File: src/sv/rnvq_ram.sv
// generic simple dual port ram with registered read
`default_nettype none
module rnvq_ram #(
  parameter int WIDTH = 8,
  parameter int DEPTH = 16
) (
  input  logic                     clk,
  input  logic                     we,
  input  logic [$clog2(DEPTH)-1:0] waddr,
  input  logic [WIDTH-1:0]         wdata,
  input  logic [$clog2(DEPTH)-1:0] raddr,
  output logic [WIDTH-1:0]         rdata
);

  logic [WIDTH-1:0] mem [DEPTH];
  logic [WIDTH-1:0] rdata_r;

  always_ff @(posedge clk) begin
    if (we) begin
      mem[waddr] <= wdata;
    end
    rdata_r <= mem[raddr];
  end

  assign rdata = rdata_r;

endmodule
`default_nettype wire

File: config.mk
export PLATFORM = sky130hd
export DESIGN_NAME = rnvq_ram
export DESIGN_NICKNAME = d
export VERILOG_FILES = /design/src/sv/rnvq_ram.sv
export SDC_FILE = /design/constraint.sdc
export NUM_CORES = 1
export LEC_CHECK = 0
export BUFFER_PORTS_ARGS = -buffer_cell sky130_fd_sc_hd__clkbuf_2
export CAP_MARGIN = 10
export CORE_MARGIN = 3
export CORE_UTILIZATION = 54
export CTS_CLUSTER_SIZE = 25
export DETAILED_ROUTE_END_ITERATION = 7
export PLACE_DENSITY = 0.81
export REMOVE_ABC_BUFFERS = 1
export SYNTH_ARGS = -nofsm -noshare
export SYNTH_HDL_FRONTEND = slang
export SYNTH_SLANG_ARGS = --single-unit
export TNS_END_PERCENT = 30
File: constraint.sdc
create_clock -name clk -period 1.84 [get_ports clk]
set_clock_uncertainty 0.15 [all_clocks]
set_input_delay 0.368 -clock clk [delete_from_list [all_inputs] [get_ports clk]]
set_output_delay 0.368 -clock clk [all_outputs]
set_load 0.02 [all_outputs]
# [Yosys cells after proc, flatten, opt, wreduce, memory -nomap -nowiden]
# Memory sizes are Yosys's and may differ from the RTL's. A register that Yosys moved wholly into a read port is not among the register bits.
# Index checks and enable logic that the tools add are counted.
[word_totals] register_bits=0 latchBits=0 ramBits=128 romBits=0 inputBits=18 out_inout_bits=8 elab_cells=3 n_memories=1
[op_classes] addsub=0 mul=0 div=0 magnitude_cmp=0 eq_ne=0 n_shift=0 mux=2 n_bitwise=0 n_reduce_logical=0
[memory_table] name="mem" words=16 word_bits=8 rd=1 rd_clocked_by_memory_dff=1 wr=1 line="15" source="logic [WIDTH-1:0] mem [DEPTH];"
[ops] op="1-bit two-way mux" n=2

# [Logic depth before layout (Yosys ltp)]
# Gate-level depths: netlist of the first run.
[depth] ltp_word=2 mapped_depth=5 mapped_depth_nobuf=3

# [Worst setup path after synthesis of the first run]
# Ideal clock, no wire load.
[synth_path] kind="input-to-reg" from="input port waddr[2]" to="memory mem[0][0] (enable)" setup_time_ns=0.383 arrival_time_ns=1.478 t_required_ns=1.307 path_slack_ns=-0.171 path_stages=2 path_buffers=0 cell_sequence="or3b_2 nor3_1"
[synth_rtl] item="start: declaration" line="9" source="input logic [$clog2(DEPTH)-1:0] waddr,"
[synth_rtl] item="end: declaration" line="15"
# Straight into the memory's write port.

# [Final worst setup path of the first run]
[layout_path] from="register rdata_r[2], in the netlist rdata[2] (read register of mem)" to="output port rdata[2]"
[layout_rtl] item="start: declaration" line="16" source="logic [WIDTH-1:0] rdata_r;"
[layout_rtl] item="end: declaration" line="12" source="output logic [WIDTH-1:0] rdata"
# No word-level cell between the ends.

==> metrics.yaml, run 1 <==
placed_design:
  place_ws_ns: -0.1027
  dp_hpwl_mm: 6.025
  portBuffers: 25
  gp_congestion: 0.7061
detailed_routing:
  drtIter0Drc: 244
  routedWlPerCell_um: 23.37
  vias: 2521
  routed_wl_mm: 9.887
  drcViolationCount: 0
  dr.pass1.iters: 4
  viasPerCell: 5.960
  ant_nets: 0
clock_network:
  cts.path.max_buffers: 2
  numCtsBuffers: 17
  cts_tree: "yes"
  clk_latency_ns: 0.51
  postCtsHoldBufs: 0
  cts.sinks: 136
  path_clk_slew_ns: 0.06
  cts_setup_buffers: 0
  cts_resized: 0
  htreeDepth: 4
  clock-root-buffer: "clkbuf_8"
timing:
  period_share_pct: 85.94
  period_minus_slack_ns: 1.581
  worst_pin_slew_ns: 0.4053
  setup_violations: 0
  max_freq_mhz: 632.4
  fin_ws_ns: 0.2587
  maxSlewHeadroom_pct: 72.98
  slew_viol_final: 0
  final_hold_viol_count: 0
  rsz0062_at_grt: "no"
  finalSetupTns_ns: 0
  hold_slack_ns: 0.1366
setup_path:
  rr_worst_depth: 3
  crit_required_ns: 1.32
  r2r-end: "rdata[2]$_DFF_P_"
  critical-path-max-stage-delay_ns: 0.37
  critPathMaxFanout: 1
  cp.arrival_ns: 1.06
  startpoint: "rdata[2]$_DFF_P_"
  crit_family: "flip-flops"
  rrSetupSlack_ns: 0.33
  worst-path-buf-inv: 1
  worst_setup_path_end_kind: "primary output"
  worstReg2RegStart: "mem[8][2]$_DFFE_PP_"
  path_depth: 1
  worstSetupStartpointType: "flop"
  critPathKind: "flop to primary output"
  crit_end: "rdata[2]"
  worst_path_max_delay_cell: "dfxtp_1"
  cp_cell_sequence: "clkbuf_2"
status:
  status: "finished clean"
global_routing:
  antenna_found_initial: 0
  grt.overflow.total: 0
  grtUsageMet3_pct: 6.157
  grt_use_total_pct: 19.85
  grt_pass1_vias: 2552
  grt_use_met2_pct: 31.17
  grt_max_degree: 33
  grt_busiest_layer: "met2"
  grtUsageMet1_pct: 27.98
  grt_pass1_wl_mm: 15.55
synthesis:
  synth_area_leaders: "edfxtp_1 (75%), mux4_2 (7.9%), mux4_1 (7.1%)"
  yosys_register_bits: 136
  yosysSeqAreaShare_pct: 77.78
  yosys.area.top_type_share_pct: 74.67
  syn_inst: 229
  synthDistinctLibCells: 19
  yosys_warnings: 0
  synth.avg_cell_area_um2: 22.48
  synth_top_cell_by_area: "edfxtp_1"
  synth_area_um2: 5147
cells_and_area:
  areaGrowthSynthToFinish_pct: 19.71
  fin_nets: 302
  drive_gt1_share_pct: 31.31
  diodes: 0
  final_common_cell: "edfxtp_1"
  final_cell_mix: "edfxtp_1 (128), clkbuf_2 (25), mux4_2 (18), buf_4 (18)"
die:
  initial_core_util_pct: 57.35
  fp.dieH_um: 103.6
  dieArea_um2: 10740
  ios: 26
  coreArea_um2: 8976
  rows: 34
  die_w_um: 103.6
job:
  max_cap_violations: 0
power_and_ir_drop:
  worst_ir_drop_vdd_v: 0.0006576
  powerDensity_nw_per_um2: 1193
  leakagePower_nw: 2.124
worst_hold_path:
  hp-class: "input port to flop"
Yosys cell counts:
cell type / n
clkdlybuf4s25_2: 3
and2_1: 1
edfxtp_1: 128
or3b_2: 1
buf_2: 3
buf_4: 1
and2b_1: 1
a22oi_1: 16
mux4_1: 14
buf_6: 3
nand3b_1: 2
nand3_1: 1
nor2_1: 13
nand2_1: 9
mux4_2: 18
nor3_1: 4
nand2b_1: 2
nor2b_1: 1
dfxtp_1: 8
how the worst min path moves through the flow:
stage	from	end	slack, ns	cells after the start
after global placement	mem[6][3]$_DFFE_PP_	rdata[3]$_DFF_P_	0.51	3
after global routing	wdata[3]	mem[12][3]$_DFFE_PP_	0.14	1
final	wdata[1]	mem[9][1]$_DFFE_PP_	0.14	1
after CTS	wdata[3]	mem[12][3]$_DFFE_PP_	0.12	1
after detailed placement	mem[12][6]$_DFFE_PP_	rdata[6]$_DFF_P_	0.51	3
after floorplan	wdata[0]	mem[0][0]$_DFFE_PP_	0.32	0
power by group:
part	switching (mW)	internal, mW
registers	0.0247	3.46
logic	0.203	0.145
clock network	1.19	2.32
total	1.42	5.93
stage by stage:
step	util, %	std cells	instance area [um^2]	power [mW]
3_3_place_gp	61.71	391	5539	3.883
4_1_cts	68.65	423	6162	7.405
6_report	68.65	423	6162	7.353
5_1_grt	68.65	423	6162	7.581
3_5_place_dp	61.71	391	5539	3.901
2_1_floorplan	-	219	5061	3.707
final cells by class:
class,instances,area (um^2)
Clock buffer,18,417.9
Clock inverter,14,205.2
Fill cell,557,2814
Multi-Input combinational cell,83,1057
Sequential cell,136,4004
Tap cell,126,157.7
Timing Repair Buffer,46,320.3
metal layers:
| metal | vias up | part of all wire (%) |
|---|---|---|
| li1 | 1083 | - |
| met1 | 1288 | 41 |
| met2 | 142 | 50 |
| met3 | 8 | 8.7 |
| met4 | 0 | 0.90 |
| met5 | - | 0 |
kinds of logic (layout without fill, tap and decap cells):
group	Yosys count	after routing	share of synthesized area (%)
AO/OA/AOI/OAI	16	16	2.334
multiplexers	32	32	15.02
AND/OR/NAND/NOR	35	35	3.184
flip-flops	136	136	77.78
buffers and inverters	10	78	1.677
registers in the layout (all words and copies together), names as in the netlist:
register and cells:
mem 128, rdata 8
Power figures use the tool's default switching activity.
==> run 2: changes to the inputs <==
--- a/config.mk
+++ b/config.mk
@@ -12,7 +12,6 @@
 export CTS_CLUSTER_SIZE = 25
 export DETAILED_ROUTE_END_ITERATION = 7
 export PLACE_DENSITY = 0.81
-export REMOVE_ABC_BUFFERS = 1
 export SYNTH_ARGS = -nofsm -noshare
 export SYNTH_HDL_FRONTEND = slang
 export SYNTH_SLANG_ARGS = --single-unit
==> metrics.yaml, run 2 (same netlist as run 1, synthesis figures left out) <==
status:
  status: "finished clean"
power_and_ir_drop:
  combinationalPowerShare_pct: 5.1  # +0.4 points
  clkPwrFrac_pct: 45.4  # -2.4 points
  switching_power_mw: 1.498  # +5.4%
  worst_ir_drop_vdd_v: 0.0005648  # -14%
  powerDensity_nw_per_um2: 1143  # -4.2%
  leakagePower_nw: 2.112  # -0.58%
  p_sw_share_pct: 21.27  # +1.9 points
  fin_total_pwr_mw: 7.045  # -4.2%
  p_int_mw: 5.546  # -6.5%
  share_seq_of_total_power_pct: 49.5  # +2.0 points
clock_network:
  htreeDepth: 4  # unchanged
  postCtsHoldBufs: 0  # unchanged
  cts.path.max_buffers: 2  # unchanged
  cts.sinks: 136  # unchanged
  clk_latency_ns: 0.51  # about the same
  clock-root-buffer: "clkbuf_8"
  path_clk_slew_ns: 0.06  # about the same
  cts_tree: "yes"
  cts_setup_buffers: 0  # unchanged
  numCtsBuffers: 17  # unchanged
  cts_resized: 0  # unchanged
global_routing:
  grt_use_total_pct: 20.49  # +0.65 points
  grt_max_degree: 29  # -12%
  grt_pass1_wl_mm: 15.91  # +2.3%
  antenna_found_initial: 0  # unchanged
  grt.overflow.total: 0  # unchanged
  grt_pass1_vias: 2754  # +7.9%
setup_path:
  r2r-end: "rdata[0]$_DFF_P_"
  critPathMaxFanout: 1  # unchanged
  worst_setup_path_end_kind: "flop"
  critPathKind: "flop to flop"
  cp.arrival_ns: 1.84  # +0.78 ns
  rr_worst_depth: 3  # unchanged
  crit_required_ns: 2.09  # +0.77 ns
  rrSetupSlack_ns: 0.25  # -0.08 ns
  worstSetupStartpointType: "flop"
  worstReg2RegStart: "mem[3][0]$_DFFE_PP_"
die:
  rows: 34  # unchanged
  dieArea_um2: 10740  # unchanged
  die_w_um: 103.6  # unchanged
  fp.dieH_um: 103.6  # unchanged
  ios: 26  # unchanged
  coreArea_um2: 8976  # unchanged
  initial_core_util_pct: 57.35  # unchanged
cells_and_area:
  areaGrowthSynthToFinish_pct: 19.69  # about the same
  fin_nets: 307  # +1.7%
  largest_reg_flops: 128  # unchanged
  final_cell_mix: "edfxtp_1 (128), clkbuf_2 (25), buf_4 (22), mux4_2 (18)"
  diodes: 0  # unchanged
  drive_gt1_share_pct: 33.44  # +2.1 points
  top_register: "mem"
  final_common_cell: "edfxtp_1"
timing:
  slew_viol_final: 0  # unchanged
  max_freq_mhz: 628.7  # -0.58%
  maxSlewHeadroom_pct: 47.91  # -25 points
  rsz0062_at_grt: "no"
  setup_violations: 0  # unchanged
  period_minus_slack_ns: 1.591  # +0.009301 ns
  final_hold_viol_count: 0  # unchanged
  worst_pin_slew_ns: 0.7797  # +0.3744 ns
  period_share_pct: 86.44  # +0.51 points
  hold_slack_ns: 0.1262  # -0.01046 ns
detailed_routing:
  dr.pass1.iters: 5  # +1
  routedWlPerCell_um: 23.86  # +2.1%
  ant_nets: 0  # unchanged
  viasPerCell: 5.984  # +0.40%
  drtIter0Drc: 274  # +12%
  drcViolationCount: 0  # unchanged
  routed_wl_mm: 10.21  # +3.3%
  vias: 2561  # +1.6%
worst_hold_path:
  hold-path-endpoint: "mem[5][4]$_DFFE_PP_"
  hp-class: "input port to flop"
  hold_depth: 1  # unchanged
  hp-start: "wdata[4]"
placed_design:
  gp_congestion: 0.7878  # +12%
  dp_hpwl_mm: 6.121  # +1.6%
  portBuffers: 25  # unchanged
job:
  max_cap_violations: 0  # unchanged
synthesis:
  synth_fp_nets: 247
==> run 2: changes by cell type in the layout (fill, tap and decap cells not counted), sizes merged <==
cell and delta:
clkinv -5, bufinv -3, inv +3, buf +5, clkinvlp +5
==> run 2: worst max path at each step <==
stage                                      to                 from  depth (start not counted)
after floorplan           mem[3][0]$_DFFE_PP_             waddr[2]                          2
final                        rdata[0]$_DFF_P_  mem[3][0]$_DFFE_PP_                          3
after CTS                    rdata[0]$_DFF_P_  mem[1][0]$_DFFE_PP_                          3
after global placement       rdata[2]$_DFF_P_             raddr[0]                          5
after detailed placement     rdata[0]$_DFF_P_             raddr[0]                          5
after global routing         rdata[0]$_DFF_P_  mem[3][0]$_DFFE_PP_                          3
==> run 2: metal layers <==
metal	global-route usage, %	vias to the layer above	part of all wire, %
met5	0	-	0
met4	8.832	0	1.8
met3	6.095	27	8.6
met2	33.08	136	51
met1	26.15	1305	38
li1	-	1093	-
==> run 2: layout make-up <==
cell class | count | area (um^2)
clock inverters | 14 | 148.9
multi-input cells | 83 | 1062
well taps | 126 | 157.7
fillers | 542 | 2815
clock buffers | 18 | 417.9
repair buffers | 51 | 370.4
flip-flops and latches | 136 | 4004
==> run 2: metrics by stage <==
stage                     utilization (%)  setup WS, ns  instances  instance area, um^2  setup TNS, ns
after floorplan                         -       0.05585        229                 5152              0
after global placement              62.32      -0.05750        396                 5594        -0.1854
after detailed placement            62.32       -0.1080        396                 5594        -0.4319
after CTS                           68.64        0.2549        428                 6161              0
after global routing                68.64        0.2053        428                 6161              0
final                               68.64        0.2494        428                 6161              0
==> run 2: power by group through the flow <==
stage                     clock network (mW)  logic (mW)  registers [mW]
after floorplan                            0       0.176            3.57
after global placement                     0       0.343            3.54
after detailed placement                   0       0.356            3.55
after CTS                               3.24       0.363            3.49
after global routing                    3.36       0.388            3.49
final                                   3.20       0.360            3.48
==> run 2: worst max-delay path: stages (launching register included) <==
cell and delay [ns]:
edfxtp_1 0.40, mux4_1 0.51, a22oi_1 0.34, nand2_1 0.09
==> run 3: changes to the inputs <==
--- a/config.mk
+++ b/config.mk
@@ -5,13 +5,14 @@
 export SDC_FILE = /design/constraint.sdc
 export NUM_CORES = 1
 export LEC_CHECK = 0
+export ABC_AREA = 1
 export BUFFER_PORTS_ARGS = -buffer_cell sky130_fd_sc_hd__clkbuf_2
 export CAP_MARGIN = 10
 export CORE_MARGIN = 3
-export CORE_UTILIZATION = 54
+export CORE_UTILIZATION = 50
 export CTS_CLUSTER_SIZE = 25
 export DETAILED_ROUTE_END_ITERATION = 7
-export PLACE_DENSITY = 0.81
+export PLACE_DENSITY = 0.77
 export SYNTH_ARGS = -nofsm -noshare
 export SYNTH_HDL_FRONTEND = slang
 export SYNTH_SLANG_ARGS = --single-unit
==> metrics.yaml, run 3 <==
synthesis:
  ys.flop_type: "edfxtp_1"
  yosysMostFrequentCell: "nand2_1"
  synth_edf_count: 128  # unchanged
  yosys_warnings: 0  # unchanged
  synth_fp_nets: 569  # +130%
  yosys_register_bits: 136  # unchanged
  synth_area_um2: 5767  # +12%
  async_reset_ff_share_pct: 0  # unchanged
  syn_inst: 551  # +140%
  synth_commonest_cells: "nand2_1 (173), edfxtp_1 (128), inv_1 (100), nand3_1 (97), nor2_1 (17)"
  synthDistinctLibCells: 12  # -7
  yosys.area.top_type_share_pct: 66.65  # -8.0 points
  synth_top_cell_by_area: "edfxtp_1"
  yosysSeqAreaShare_pct: 69.43  # -8.4 points
  synth.avg_cell_area_um2: 10.47  # -53%
  synth_area_leaders: "edfxtp_1 (67%), nand2_1 (11%), nand3_1 (8.4%)"
setup_path:
  crit_family: "flip-flops"
  rr_worst_depth: 6  # +3
  path_depth: 1  # -2
  critPathMaxFanout: 1  # unchanged
  crit_required_ns: 1.32  # -0.77 ns
  cp.arrival_ns: 0.96  # -0.88 ns
  worstReg2RegStart: "mem[1][5]$_DFFE_PP_"
  critical-path-max-stage-delay_ns: 0.37  # -0.14 ns
  worst-path-buf-inv: 1  # +1
  worst_path_max_delay_cell: "dfxtp_1"
  worstSetupStartpointType: "flop"
  startpoint: "rdata[7]$_DFF_P_"
  worst_setup_path_end_kind: "primary output"
  cp_cell_sequence: "clkbuf_2"
  critPathKind: "flop to primary output"
global_routing:
  grt.overflow.total: 0  # unchanged
  grt_pass1_wl_mm: 20.71  # +30%
  grt_max_degree: 65  # +120%
  grt_use_total_pct: 21.47  # +0.97 points
  antenna_found_initial: 0  # unchanged
  grt_pass1_vias: 3864  # +40%
cells_and_area:
  largest_reg_flops: 128  # unchanged
  fin_util_pct: 61.09  # -7.5 points
  diodes: 0  # unchanged
  top_register: "mem"
  final_common_cell: "nand2_1"
  final_cell_mix: "nand2_1 (173), edfxtp_1 (128), inv_1 (100), nand3_1 (97), clkbuf_2 (25)"
  finalInstanceArea_um2: 6739  # +9.4%
  drive_gt1_share_pct: 13.46  # -20 points
  areaGrowthSynthToFinish_pct: 16.86
  fin_nets: 614  # +100%
placed_design:
  dp_hpwl_mm: 7.965  # +30%
  place_ws_ns: 0.1402  # +0.2482 ns
  gp_congestion: 0.8568  # +8.8%
  portBuffers: 25  # unchanged
  postPlaceCellArea_um2: 6126  # +9.5%
timing:
  slew_viol_final: 0  # unchanged
  setup_violations: 0  # unchanged
  period_share_pct: 80.40  # -6.0 points
  fin_ws_ns: 0.3606  # +0.1112 ns
  worst_pin_slew_ns: 0.5588  # -0.2209 ns
  rsz0062_at_grt: "no"
  maxSlewHeadroom_pct: 62.70  # +15 points
  final_hold_viol_count: 0  # unchanged
  max_freq_mhz: 676.0  # +7.5%
  period_minus_slack_ns: 1.479  # -0.1112 ns
  finalSetupTns_ns: 0  # unchanged
power_and_ir_drop:
  leakagePower_nw: 2.956  # +40%
  fin_total_pwr_mw: 7.450  # +5.8%
  powerDensity_nw_per_um2: 1106  # -3.3%
  worst_ir_drop_vdd_v: 0.0006754  # +20%
die:
  ios: 26  # unchanged
  dieArea_um2: 12860  # +20%
  fp.dieH_um: 113.4  # +9.4%
  die_w_um: 113.4  # +9.4%
  coreArea_um2: 11030  # +23%
  initial_core_util_pct: 52.28  # -5.1 points
  rows: 38  # +12%
clock_network:
  cts.sinks: 136  # unchanged
  htreeDepth: 4  # unchanged
  cts_setup_buffers: 0  # unchanged
  cts_resized: 0  # unchanged
  cts.path.max_buffers: 2  # unchanged
  cts_tree: "yes"
  postCtsHoldBufs: 0  # unchanged
  path_clk_slew_ns: 0.06  # about the same
  clock-root-buffer: "clkbuf_16"
  numCtsBuffers: 17  # unchanged
  clk_latency_ns: 0.41  # -0.10 ns
worst_hold_path:
  hold_depth: 4  # +3
  hp-start: "raddr[3]"
  hp-class: "input port to flop"
status:
  status: "finished clean"
detailed_routing:
  dr.pass1.iters: 5  # unchanged
  drcViolationCount: 0  # unchanged
  routedWlPerCell_um: 17.58  # -26%
  vias: 4015  # +57%
  ant_nets: 0  # unchanged
  drtIter0Drc: 349  # +27%
  viasPerCell: 5.360  # -10%
  routed_wl_mm: 13.17  # +29%
job:
  max_cap_violations: 0  # unchanged
run 3: cell count changes after synthesis, moves of 10 or more:
cell     before  now
nand3_1       1   97
nand2_1       9  173
a22oi_1      16    0
mux4_1       14    0
buf_2         3   13
mux4_2       18    0
inv_1         0  100
run 3: power breakdown:
part           switching [mW]  leakage (nW)  total, mW  internal [mW]
logic                   0.319          1.44      0.453          0.134
clock network            1.25         0.293       3.51           2.26
registers              0.0237          1.22       3.49           3.46
total                    1.59          2.96       7.45           5.86
run 3: through the flow:
step	hold WS, ns	cells
final	0.2653	749
after global routing	0.2834	749
after CTS	0.2448	749
after detailed placement	0.5179	717
after global placement	0.4875	717
after floorplan	0.3169	551
run 3: worst paths after layout:
check | to | slack, ns
worst max-delay path | rdata[7] | 0.36
worst min-delay path | rdata[1]$_DFF_P_ | 0.27
worst min register to register | rdata[5]$_DFF_P_ | 0.53
worst max register to register | rdata[5]$_DFF_P_ | 0.64
run 3: routing by layer:
metal	vias to the layer above	global-route usage [%]	part of all wire, %
li1	1870	-	-
met1	1906	28.50	39
met2	208	34.64	49
met3	31	5.040	8.9
met4	0	8.253	2.8
met5	-	0	0
run 3: cells by family after synthesis:
| kind of cell | after synthesis | share of synthesized area (%) |
|---|---|---|
| DFF | 136 | 69.43 |
| and+or+nand+nor | 289 | 21.05 |
| buffers and inverters | 126 | 9.525 |
run 3: layout make-up:
cell class | instances | area [um^2]
Clock buffer | 19 | 432.9
Tap cell | 140 | 175.2
Timing Repair Buffer | 50 | 350.3
Clock inverter | 13 | 180.2
Sequential cell | 136 | 4004
Inverter | 102 | 382.9
Multi-Input combinational cell | 289 | 1214
Fill cell | 843 | 4292
run 3: worst register-to-register path: stages (launching register included):
cell      delay, ns
edfxtp_1       0.36
inv_1          0.06
nand2_1        0.05
nand3_1        0.10
nand3_1        0.14
nand3_1        0.14
nand2_1        0.08
