--- config.mk ---
export PLATFORM = sky130hd
export DESIGN_NAME = rnvq_dist
export DESIGN_NICKNAME = d
export VERILOG_FILES = /design/src/sv/rnvq_pkg.sv /design/src/sv/rnvq_dist.sv
export SDC_FILE = /design/constraint.sdc
export NUM_CORES = 1
export LEC_CHECK = 0
export BUFFER_PORTS_ARGS = -buffer_cell sky130_fd_sc_hd__buf_2
export CORE_MARGIN = 2
export CORE_UTILIZATION = 30
export CTS_BUF_LIST = sky130_fd_sc_hd__clkbuf_4
export DETAILED_ROUTE_END_ITERATION = 6
export HOLD_SLACK_MARGIN = 0.02
export PLACE_DENSITY_LB_ADDON = 0.12
export SYNTH_ARGS = -nofsm -noshare
export SYNTH_HDL_FRONTEND = slang
export SYNTH_SLANG_ARGS = --single-unit
--- constraint.sdc ---
create_clock -name clk -period 8 [get_ports clk]
set_clock_uncertainty 0.2 [all_clocks]
set_input_delay 0 -clock clk [delete_from_list [all_inputs] [get_ports clk]]
set_output_delay 0 -clock clk [all_outputs]
set_load 0.01 [all_outputs]
--- src/sv/rnvq_pkg.sv ---
// shared constants and types of the range nearest value query block
`default_nettype none
package rnvq_pkg;

  // table geometry
  localparam int DEPTH  = 1024;
  localparam int ADDR_W = $clog2(DEPTH);

  // field widths
  localparam int IDX_W = 10;
  localparam int VAL_W = 30;

  // request codes
  localparam logic REQ_WRITE = 1'b0;
  localparam logic REQ_QUERY = 1'b1;

  typedef enum logic [4:0] {
    ST_CLEAR = 5'b00001,
    ST_IDLE  = 5'b00010,
    ST_SCAN  = 5'b00100,
    ST_DRAIN = 5'b01000,
    ST_DONE  = 5'b10000
  } rnvq_state_t;

  // sequencer to distance unit
  typedef struct packed {
    logic             start;
    logic             eval;
    logic [VAL_W-1:0] probe;
  } rnvq_dist_ctl_t;

  // distance unit back to sequencer
  typedef struct packed {
    logic             found;
    logic [VAL_W-1:0] best;
  } rnvq_dist_sts_t;

endpackage
`default_nettype wire

--- src/sv/rnvq_dist.sv ---
// shared absolute difference and running minimum unit
`default_nettype none
module rnvq_dist (
  input  logic                        clk,
  input  logic                        rst_n,
  input  rnvq_pkg::rnvq_dist_ctl_t    ctl,
  input  logic [rnvq_pkg::VAL_W-1:0]  rd_data,
  output rnvq_pkg::rnvq_dist_sts_t    sts
);
  import rnvq_pkg::*;

  logic             found_r;
  logic             found_nxt;
  logic [VAL_W-1:0] best_r;
  logic [VAL_W-1:0] best_nxt;
  logic [VAL_W-1:0] probe_r;
  logic [VAL_W:0]   sub;
  logic [VAL_W:0]   neg;
  logic [VAL_W-1:0] diff;

  // one wide subtract, sign picks the magnitude
  assign sub  = {1'b0, rd_data} - {1'b0, probe_r};
  assign neg  = ~sub + 1'b1;
  assign diff = sub[VAL_W] ? neg[VAL_W-1:0] : sub[VAL_W-1:0];

  always_comb begin
    found_nxt = found_r;
    best_nxt  = best_r;
    if (ctl.start) begin
      found_nxt = 1'b0;
      best_nxt  = '0;
    end else if (ctl.eval && (rd_data != '0)) begin
      if (!found_r || (diff < best_r)) begin
        best_nxt = diff;
      end
      found_nxt = 1'b1;
    end
  end

  always_ff @(posedge clk) begin
    if (!rst_n) begin
      found_r <= 1'b0;
      best_r  <= '0;
    end else begin
      found_r <= found_nxt;
      best_r  <= best_nxt;
    end
  end

  always_ff @(posedge clk) begin
    if (ctl.start) begin
      probe_r <= ctl.probe;
    end
  end

  assign sts.found = found_r;
  assign sts.best  = best_r;

endmodule
`default_nettype wire

Yosys cells after proc, flatten, opt, wreduce, memory -nomap -nowiden
Index checks and enable logic that the tools add are counted.
- add/subtract/negate cells: 2
- $lt $le $gt $ge: 1
- muxes and demuxes: 1
- bitwise operators: 2
- reductions and logical operators: 6
- operators with widths (kind ; number):
    $sub A30 B30 Y31 ; 1
    $add A30 B1 Y30 const B ; 1
    $lt A30 B30 Y1 ; 1
    $mux W30 ; 1
    $not A30 Y30 ; 1
    $reduce_bool A30 Y1 ; 1
    $reduce_and A2 Y1 ; 1
    $reduce_or A2 Y1 ; 1
    $logic_and A1 B1 Y1 ; 1
    $logic_not A1 Y1 ; 1
    $logic_or A1 B1 Y1 ; 1
    $not A1 Y1 ; 1
- register bits: 61
- input bits: 64
- output and inout port bits: 31
- logic and storage cells: 15

Depth between registers and ports, before layout
Gate-level depths: netlist of the first run.
- word-level depth: 7
- mapped depth: 28
- gate-level depth less buffers: 25

Worst setup path before layout of the first run
Ideal clock, no wire load.
- kind: reg-to-reg
- start point: reg probe_r[0]
- end point: reg best_r[20]
- setup time: 0.128 ns
- arrival: 5.351 ns
- data required time: 7.672 ns
- path slack: 2.322 ns
- cell stages (with the launch flop): 26
- buffers on the path: 3
- period minus slack after synthesis: 5.678 ns
- path through: edfxtp_1 > ha_1 > inv_1 > fa_1 > a21oi_1 > o21ai_1 > a21oi_1 > xnor2_1 > or4_4 > or3b_1 > or3_1 > buf_6 > o31ai_2 > xnor2_1 > ha_1 > nand4_1 > or3_1 > nor2_1 > a221o_1 > nor4b_1 > o31ai_1 > a21oi_1 > buf_1 > buf_2 > mux2i_1 > nor2_1
- longest elaborated chain between the ends: 7
- RTL lines (item ; line ; text):
    from (decl) ; rnvq_dist.sv:16 ; logic [VAL_W-1:0] probe_r;
    from (signal assigned) ; rnvq_dist.sv:52 ; probe_r <= ctl.probe;
    $sub A30 B30 Y31 * ; rnvq_dist.sv:22 ; assign sub = {1'b0, rd_data} - {1'b0, probe_r};
    $not A30 Y30 ; rnvq_dist.sv:23 ; assign neg = ~sub + 1'b1;
    $add A30 B1 Y30 ; rnvq_dist.sv:23 ;
    $mux W30 * ; rnvq_dist.sv:24 ; assign diff = sub[VAL_W] ? neg[VAL_W-1:0] : sub[VAL_W-1:0];
    named net diff[18] ; rnvq_dist.sv:19 ; logic [VAL_W-1:0] diff;
    $lt A30 B30 Y1 * ; rnvq_dist.sv:33 ; if (!found_r || (diff < best_r)) begin
    $logic_or A1 B1 Y1 * ; rnvq_dist.sv:33 ;
    $reduce_and A2 Y1 (no source line) * ; - ;
    to (signal assigned) ; rnvq_dist.sv:46 ; best_r <= best_nxt;
    to (decl) ; rnvq_dist.sv:14 ; logic [VAL_W-1:0] best_r;
The timed path passes the listed nets; every way through them passes the cells marked *.
A chain may end at the register's enable or synchronous reset.

Worst setup path after layout of the first run
- start point: in rd_data[0] (netlist name)
- end point: reg best_r[17]
- longest elaborated chain between the ends: 7
- elaborated cells on any way between the ends: 9
- classes of those cells: add/sub: 2; order compare: 1; mux: 1; bitwise: 1; reduce/logical: 4
- RTL lines (item ; line ; text):
    from (decl) ; rnvq_dist.sv:7 ; input logic [rnvq_pkg::VAL_W-1:0] rd_data,
    $sub A30 B30 Y31 * ; rnvq_dist.sv:22 ;
    $not A30 Y30 ; rnvq_dist.sv:23 ;
    $add A30 B1 Y30 ; rnvq_dist.sv:23 ;
    $mux W30 * ; rnvq_dist.sv:24 ;
    named net diff[18] ; rnvq_dist.sv:19 ;
    $lt A30 B30 Y1 * ; rnvq_dist.sv:33 ;
    $logic_or A1 B1 Y1 * ; rnvq_dist.sv:33 ;
    $reduce_and A2 Y1 (no source line) * ; - ;
Marked as above.

==> impl_metrics.py, run 1 <==
metrics = {
    "run_status": {
        "status": "completed",
    },
    "logic_synthesis": {
        "syn_avg_cell_area_um2": 8.652,
        "synthXorXnorAreaFrac_pct": 7.474,
        "synthSimpleGateAreaFrac_pct": 16.83,
        "synthTopCellsByArea": "edfxtp_1 (17%), ha_1 (14%), dfxtp_1 (12%), xnor2_1 (5.2%), inv_1 (4.8%)",
        "synth_cells": 623,
        "synth_nets": 748,
        "synth_top_family_by_area": "compound AO/OA/AOI/OAI gates",
        "ys_warn_count": 0,
        "ys_types": 74,
        "syn_area_um2": 5390,
        "ys_seq_area_share_pct": 28.23,
        "synth-compound-area-share_pct": 21.45,
        "yosysTopAreaCell": "edfxtp_1",
        "synthFlopType": "dfxtp_1",
        "synth_most_common_cell": "inv_1",
        "synth_edf_count": 30,
        "ys_async_sr_fraction_pct": 0,
        "synthAdderAreaFrac_pct": 14.30,
        "ys_top_cells_by_count": "inv_1 (69), ha_1 (60), nor2_1 (55), a21oi_1 (37), nand2_1 (34)",
        "synth_top_area_share_pct": 16.71,
        "synthMuxAreaShare_pct": 4.689,
        "ys_ff_latch": 61,
    },
    "power_and_ir_drop": {
        "p_leak_nw": 2.814,
        "powerDensity_nw_per_um2": 182.2,
        "max-vdd-ir-drop_mv": 0.06128,
    },
    "worst_setup_path": {
        "reg2regPathDepth": 22,
        "cpMaxStageDelayCell": "a21oi_4",
        "arrival_ps": 6710,
        "cp-start-kind": "input pin",
        "crit_fanout": 29,
        "r2r-end": "best_r[17]$_SDFFE_PP0P_",
        "crit_path_end_kind": "flip-flop",
        "path_delay_family": "simple AND/OR/NAND/NOR gates",
        "crit_end": "best_r[17]$_SDFFE_PP0P_",
        "crit_cells": 25,
        "crit_buf_inv": 4,
        "max_stage_delay_ps": 880,
        "reg2reg_from": "probe_r[0]$_DFFE_PP_",
        "rrSetupSlack_ps": 1410,
        "worstSetupStartpoint": "rd_data[0]",
        "worst_ep_required_time_ps": 8080,
        "critical_path_class": "in2reg",
    },
    "route": {
        "totalWireLength_um": 13870,
        "wire_per_inst_um": 14.14,
        "vias_per_cell": 4.893,
        "ant_nets": 0,
        "dr.pass1.iters": 5,
        "first_iter_violations": 197,
        "drc": 0,
        "num_vias": 4800,
    },
    "timing": {
        "fin_crit_sh_pct": 82.89,
        "setup_tns_ps": 0,
        "min_period_ps": 6632,
        "fmax_mhz": 150.8,
        "hold_violations": 0,
        "worst_pin_slew_ps": 1103,
        "slew_viol_final": 0,
        "setup_viol": 0,
        "rsz0062_at_grt": "no",
        "slew_headroom_pct": 26.47,
    },
    "clock_tree": {
        "clkSinkCount": 61,
        "cts_tree": "yes",
        "clk_path_buf_depth": 2,
        "clk_pin_slew_worst_paths_ps": 100,
        "clock_latency_ps": 440,
        "htree_levels": 3,
        "root_buffer": "clkbuf_4",
        "cts_buffers": 9,
    },
    "cells_and_area": {
        "syn2layout_area_growth_pct": 21.49,
        "drive_above_1_share_pct": 18.51,
        "fin_nets": 871,
        "finalInstanceArea_um2": 6549,
    },
    "global_route": {
        "grtUsageTotal_pct": 15.10,
        "antenna_found_initial": 1,
        "overflow": 0,
        "grt_pass1_vias": 4778,
        "grt_pass1_wl_um": 23580,
        "grt_max_degree": 33,
    },
    "floorplan": {
        "die_x_um": 138.0,
        "ios": 95,
        "fp.dieH_um": 138.0,
        "dieArea_um2": 19060,
        "initial_core_util_pct": 30.32,
        "row_count": 49,
        "core_area_um2": 17780,
    },
    "placement": {
        "place_hpwl_um": 11260,
        "place_area_um2": 6046,
        "gp_congestion": 0.8505,
        "io_buffers": 94,
    },
    "worst_hold_path": {
        "holdCritPathClass": "in2reg",
    },
    "job": {
        "cap_violations": 0,
    },
}
-- per-layer routing --
metal	vias up	track usage, %	wire length [um]
met5	-	0	0
met4	0	5.371	175
met3	8	2.494	443
met2	87	23.84	6077
met1	2201	20.92	7178
li1	2504	-	-
-- placed cells by master (no fill, tap or decap), drive strengths merged, types with 4 or more instances in the layout --
master	n
and3	4
nand3	8
o41ai	4
nand4	9
buf	95
nor4	11
nor3	12
a31o	4
xnor2	32
nor2	55
inv	70
dlygate4sd3	39
o211ai	4
dfxtp	31
nor2b	9
o31ai	6
a211oi	13
xor2	14
o21ai	37
edfxtp	30
a31oi	6
clkbuf	13
nand2	35
and4	4
a21oi	42
mux2i	23
a21o	14
or3	7
o21a	4
and2	4
ha	60
o2111ai	4
nor3b	4
o21ba	4
-- metrics by stage --
stage | setup WS (ps) | power (mW) | std cells | hold slack (ps) | util [%]
6_report | 1368 | 1.193 | 981 | 60.56 | 36.83
5_1_grt | 824.4 | 1.317 | 981 | 33.12 | 36.83
4_1_cts | 1371 | 1.209 | 980 | 20.85 | 36.82
3_5_place_dp | 1415 | 0.9936 | 925 | -21.91 | 34.00
3_3_place_gp | 1457 | 0.9862 | 925 | -23.91 | 34.00
2_1_floorplan | 2322 | 0.8361 | 623 | -101.1 | -
-- cell families after synthesis --
family | count (synthesis)
flip-flops | 61
buffers and inverters | 91
XOR/XNOR | 46
multiplexers | 25
AND/OR/NAND/NOR | 175
AO/OA/AOI/OAI | 164
adder cells (fa/ha/maj) | 61
-- area by class of cell --
type	count	area (um^2)
fillers	1870	11230
inverters	69	259.0
repair buffers	134	868.3
flip-flops and latches	61	1521
well taps	229	286.5
multi-input cells	471	3501
clock buffers	13	97.59
diodes	1	2.502
clock inverters	3	12.51
-- flip-flops by register name, summed over array words and instances (netlist names) --
register and cells:
best_r 30, probe_r 30, found_r 1
-- timing repair --
item / CTS / global route
setup buffers: 0 / 0
endpoints found under the setup margin: 0 / 0
resized for setup: 0 / 0
hold buffers: 39 / 0
hold endpoints to repair: 66 / 0
-- worst min-delay path by stage --
stage          startpoint                     to  slack, ps  cells after the start
6_report           ctl[9]   probe_r[9]$_DFFE_PP_         60                      2
5_1_grt            ctl[0]   probe_r[0]$_DFFE_PP_         30                      2
4_1_cts            ctl[9]   probe_r[9]$_DFFE_PP_         20                      2
3_5_place_dp       ctl[7]   probe_r[7]$_DFFE_PP_        -20                      1
3_3_place_gp      ctl[10]  probe_r[10]$_DFFE_PP_        -20                      1
2_1_floorplan      ctl[0]   probe_r[0]$_DFFE_PP_       -100                      0
-- power breakdown --
part,internal [mW],switching (mW)
combinational,0.271,0.360
sequential,0.355,0.0137
clock,0.0759,0.119
total,0.701,0.492
Power figures use the tool's default switching activity.
==> run 2, diff against run 1 <==
clock period = 6.18 ns   (was 8 ns; I/O delays follow)
==> impl_metrics.py, run 2 (same netlist as run 1, synthesis figures left out) <==
metrics = {
    "worst_setup_path": {
        "crit_fanout": 7,
        "worst_ep_required_time_ps": 6310,
        "critical_path_class": "in2reg",
        "cpMaxStageDelayCell": "or4_4",
        "crit_path_end_kind": "flip-flop",
        "max_stage_delay_ps": 540,
        "crit_buf_inv": 5,
        "arrival_ps": 6040,
        "cp-start-kind": "input pin",
        "path_delay_family": "simple AND/OR/NAND/NOR gates",
    },
    "global_route": {
        "antenna_found_initial": 1,
        "overflow": 0,
        "grt_pass1_vias": 4833,
        "grt_pass1_wl_um": 23560,
        "grtUsageTotal_pct": 15.12,
        "grt_max_degree": 33,
    },
    "clock_tree": {
        "htree_levels": 3,
        "clk_pin_slew_worst_paths_ps": 100,
        "cts_buffers": 9,
        "clk_path_buf_depth": 2,
        "clock_latency_ps": 430,
        "root_buffer": "clkbuf_4",
        "clkSinkCount": 61,
        "cts_tree": "yes",
    },
    "cells_and_area": {
        "final_common_cell": "buf_2",
        "drive_above_1_share_pct": 21.02,
        "final_cell_mix": "buf_2 (94), inv_1 (69), ha_1 (59)",
        "fillCellCount": 1834,
        "fin_cells": 996,
        "fin_nets": 887,
        "syn2layout_area_growth_pct": 25.74,
        "top_regs": "best_r x30, probe_r x30, found_r x1",
    },
    "floorplan": {
        "dieArea_um2": 19060,
        "die_x_um": 138.0,
        "initial_core_util_pct": 30.32,
        "core_area_um2": 17780,
        "fp.dieH_um": 138.0,
        "row_count": 49,
        "ios": 95,
    },
    "route": {
        "wire_per_inst_um": 14.37,
        "num_vias": 4938,
        "totalWireLength_um": 14320,
        "vias_per_cell": 4.958,
        "first_iter_violations": 181,
        "dr.pass1.iters": 5,
        "drc": 0,
        "ant_nets": 0,
    },
    "placement": {
        "place_hpwl_um": 11460,
        "pre_cts_ws_ps": 131.4,
        "gp_congestion": 0.8690,
        "io_buffers": 94,
        "dp.cells": 933,
    },
    "timing": {
        "worst_pin_slew_ps": 1091,
        "setup_viol": 0,
        "setup_slack_ps": 277.2,
        "rsz0062_at_grt": "no",
        "hold_ws_ps": 67.24,
        "slew_viol_final": 0,
        "fin_crit_sh_pct": 95.52,
        "fmax_mhz": 169.4,
        "slew_headroom_pct": 27.30,
        "min_period_ps": 5903,
        "hold_violations": 0,
        "setup_tns_ps": 0,
    },
    "power_and_ir_drop": {
        "pwr-share-seq_pct": 30.2,
        "p_leak_nw": 2.912,
        "switching_power_mw": 0.6556,
        "powerDensity_nw_per_um2": 232.6,
        "p_int_mw": 0.9212,
        "swShare_pct": 41.58,
        "clock_power_share_pct": 15.0,
        "max-vdd-ir-drop_mv": 0.07910,
        "combPwrFrac_pct": 54.8,
        "totalPowerFinal_mw": 1.577,
    },
    "job": {
        "cap_violations": 0,
    },
    "run_status": {
        "status": "completed",
    },
    "worst_hold_path": {
        "holdCritPathClass": "in2reg",
    },
}
==> run 2: path summary, 6_finish.rpt <==
kind	from	end	slack, ps	cells after the start
max reg2reg	probe_r[0]$_DFFE_PP_	best_r[28]$_SDFFE_PP0P_	310	23
min	ctl[24]	probe_r[24]$_DFFE_PP_	70	2
max	rd_data[0]	best_r[28]$_SDFFE_PP0P_	280	26
min reg2reg	best_r[0]$_SDFFE_PP0P_	best_r[0]$_SDFFE_PP0P_	320	2
==> run 2: repair_timing <==
item                                    CTS  global route
hold buffers                             44             0
endpoints found under the setup margin    0            30
hold endpoints to repair                 66             0
resized for setup                         0            18
setup buffers                             0             2
==> run 2: stage by stage <==
stage                     area [um^2]  util (%)
after floorplan                  5390         -
after global placement           6118     34.41
after detailed placement         6118     34.41
after CTS                        6658     37.45
after global routing             6778     38.12
final                            6778     38.12
==> run 2: routing by layer <==
layer	GRT usage (%)	part of all wire, %	vias up
li1	-	-	2541
met1	20.39	49	2264
met2	24.34	45	115
met3	2.702	4.0	18
met4	5.478	1.8	0
met5	0	0	-
==> run 2: power groups by stage <==
stage / Combinational, mW / Sequential (mW) / Clock [mW]
floorplan: 0.592 / 0.490 / 0
global route: 0.977 / 0.482 / 0.272
CTS: 0.839 / 0.478 / 0.255
global placement: 0.805 / 0.487 / 0
detailed placement: 0.815 / 0.487 / 0
finish: 0.863 / 0.477 / 0.236
==> run 2: cell type report <==
cell class | count | area (um^2) | share of cell area [%]
multi-input combinational | 471 | 3578 | 52.80
sequential | 61 | 1521 | 22.45
timing repair buffer | 150 | 1031 | 15.21
tap | 229 | 286.5 | 4.227
inverter | 69 | 259.0 | 3.821
clock buffer | 11 | 82.58 | 1.218
clock inverter | 4 | 16.27 | 0.2400
antenna | 1 | 2.502 | 0.03692
==> run 3, diff against run 2 <==
SETUP_SLACK_MARGIN = 0.3   (was not set)
clock period = 5.1 ns   (was 6.18 ns; I/O delays follow)
==> impl_metrics.py, run 3 (same netlist as run 1, synthesis figures left out) <==
metrics = {
    "job": {
        "cap_violations": 0,
    },
    "clock_tree": {
        "root_buffer": "clkbuf_4",
        "htree_levels": 3,
        "clkSinkCount": 61,
        "cts_buffers": 9,
        "clk_path_buf_depth": 2,
        "clock_latency_ps": 460,
        "clk_pin_slew_worst_paths_ps": 110,
        "cts_tree": "yes",
    },
    "power_and_ir_drop": {
        "p_leak_nw": 3.939,
        "powerDensity_nw_per_um2": 294.4,
        "swShare_pct": 37.28,
        "max-vdd-ir-drop_mv": 0.1095,
        "p_int_mw": 1.590,
        "clock_power_share_pct": 16.0,
        "switching_power_mw": 0.9449,
        "combPwrFrac_pct": 61.2,
        "pwr-share-seq_pct": 22.8,
    },
    "cells_and_area": {
        "fillCellCount": 1750,
        "fin_cells": 1187,
        "drive_above_1_share_pct": 38.62,
        "syn2layout_area_growth_pct": 59.73,
        "fin_nets": 1078,
        "regArea_um2": 1521,
        "final_common_cell": "buf_4",
        "top_regs": "best_r x30, probe_r x30, found_r x1",
        "final_cell_mix": "buf_4 (170), buf_2 (94), inv_1 (67)",
        "fin_util_pct": 48.42,
        "antenna_cells": 0,
        "multiInputGateArea_um2": 3791,
    },
    "timing": {
        "rsz0062_at_grt": "yes",
        "setup_viol": 30,
        "min_period_ps": 5598,
        "setup_slack_ps": -497.8,
        "slew_viol_final": 0,
        "worst_pin_slew_ps": 1229,
        "fmax_mhz": 178.6,
        "hold_violations": 0,
        "fin_crit_sh_pct": 109.8,
        "setup_tns_ps": -13170,
        "slew_headroom_pct": 18.05,
        "hold_ws_ps": 76.85,
    },
    "route": {
        "num_vias": 5627,
        "drc": 0,
        "totalWireLength_um": 16360,
        "dr.pass1.iters": 4,
        "vias_per_cell": 4.741,
        "wire_per_inst_um": 13.78,
        "first_iter_violations": 213,
        "ant_nets": 0,
    },
    "worst_setup_path": {
        "arrival_ps": 5710,
        "crit_path_end_kind": "flip-flop",
        "crit_buf_inv": 4,
        "worst_ep_required_time_ps": 5220,
        "crit_fanout": 6,
        "path_delay_family": "compound AO/OA/AOI/OAI gates",
        "cp-start-kind": "flip-flop",
        "max_stage_delay_ps": 430,
        "critical_path_class": "reg2reg",
        "cpMaxStageDelayCell": "or4_4",
    },
    "placement": {
        "dp.cells": 1085,
        "io_buffers": 94,
        "place_hpwl_um": 12610,
        "gp_congestion": 0.8236,
    },
    "run_status": {
        "status": "complete, but fails checks",
        "violations": "setup timing",
    },
    "global_route": {
        "grt_pass1_vias": 5768,
        "grtUsageTotal_pct": 17.34,
        "grt_pass1_wl_um": 27150,
        "antenna_found_initial": 0,
        "grt_max_degree": 33,
        "overflow": 0,
    },
    "worst_hold_path": {
        "holdCritPathClass": "in2reg",
    },
    "floorplan": {
        "die_x_um": 138.0,
        "row_count": 49,
        "dieArea_um2": 19060,
        "initial_core_util_pct": 30.32,
        "core_area_um2": 17780,
        "fp.dieH_um": 138.0,
        "ios": 95,
    },
}
## run 3: changes by cell type in the layout (fill, tap and decap cells not counted), sizes merged
cell         before  now
bufinv            0    2
buf             105  277
diode             1    0
clkinv            3    2
inv              70   71
dlygate4sd3      44   63
clkbuf           12   11
## run 3: final cells by class
class / count / area share [%]
flip-flops and latches: 61 / 17.67
well taps: 229 / 3.328
repair buffers: 341 / 30.18
inverters: 69 / 3.008
clock buffers: 10 / 0.8720
multi-input cells: 471 / 44.03
clock inverters: 6 / 0.9010
## run 3: metrics by stage
stage	setup WS, ps	total power, mW	area [um^2]
finish	-497.8	2.535	8610
global placement	-593.1	1.908	7326
detailed placement	-721.5	1.929	7326
floorplan	-211.7	1.327	5459
global route	-795.0	2.748	8610
CTS	-502.8	2.500	8476
## run 3: routing by layer
metal	global-route usage, %	wire (um)	vias up
met4	5.693	281	0
met1	21.82	7592	2581
li1	-	-	2916
met2	30.07	7902	111
met5	0	0	-
met3	3.117	579	19
## run 3: power groups by stage
stage / Clock, mW / Sequential [mW] / Combinational [mW]
2_1_floorplan: 0 / 0.594 / 0.733
3_3_place_gp: 0 / 0.589 / 1.32
3_5_place_dp: 0 / 0.591 / 1.34
4_1_cts: 0.424 / 0.579 / 1.50
5_1_grt: 0.443 / 0.585 / 1.72
6_report: 0.405 / 0.578 / 1.55
## run 3: timing repair
item                                   4_1_cts  5_1_grt
pin swaps                                   27        6
setup buffers                               18        2
setup endpoints to repair                   30       30
cloned                                       2        1
hold buffers                                63        0
resized for setup                           42       22
endpoints found under the hold margin       66        0
## run 3: final timing paths
path,end,slack (ps),cells past startpoint,startpoint
worst max-delay path,best_r[21]$_SDFFE_PP0P_,-500,26,probe_r[0]$_DFFE_PP_
worst min-delay path,probe_r[11]$_DFFE_PP_,80,2,ctl[11]
worst max register to register,best_r[21]$_SDFFE_PP0P_,-500,26,probe_r[0]$_DFFE_PP_
worst min register to register,best_r[10]$_SDFFE_PP0P_,320,2,best_r[10]$_SDFFE_PP0P_
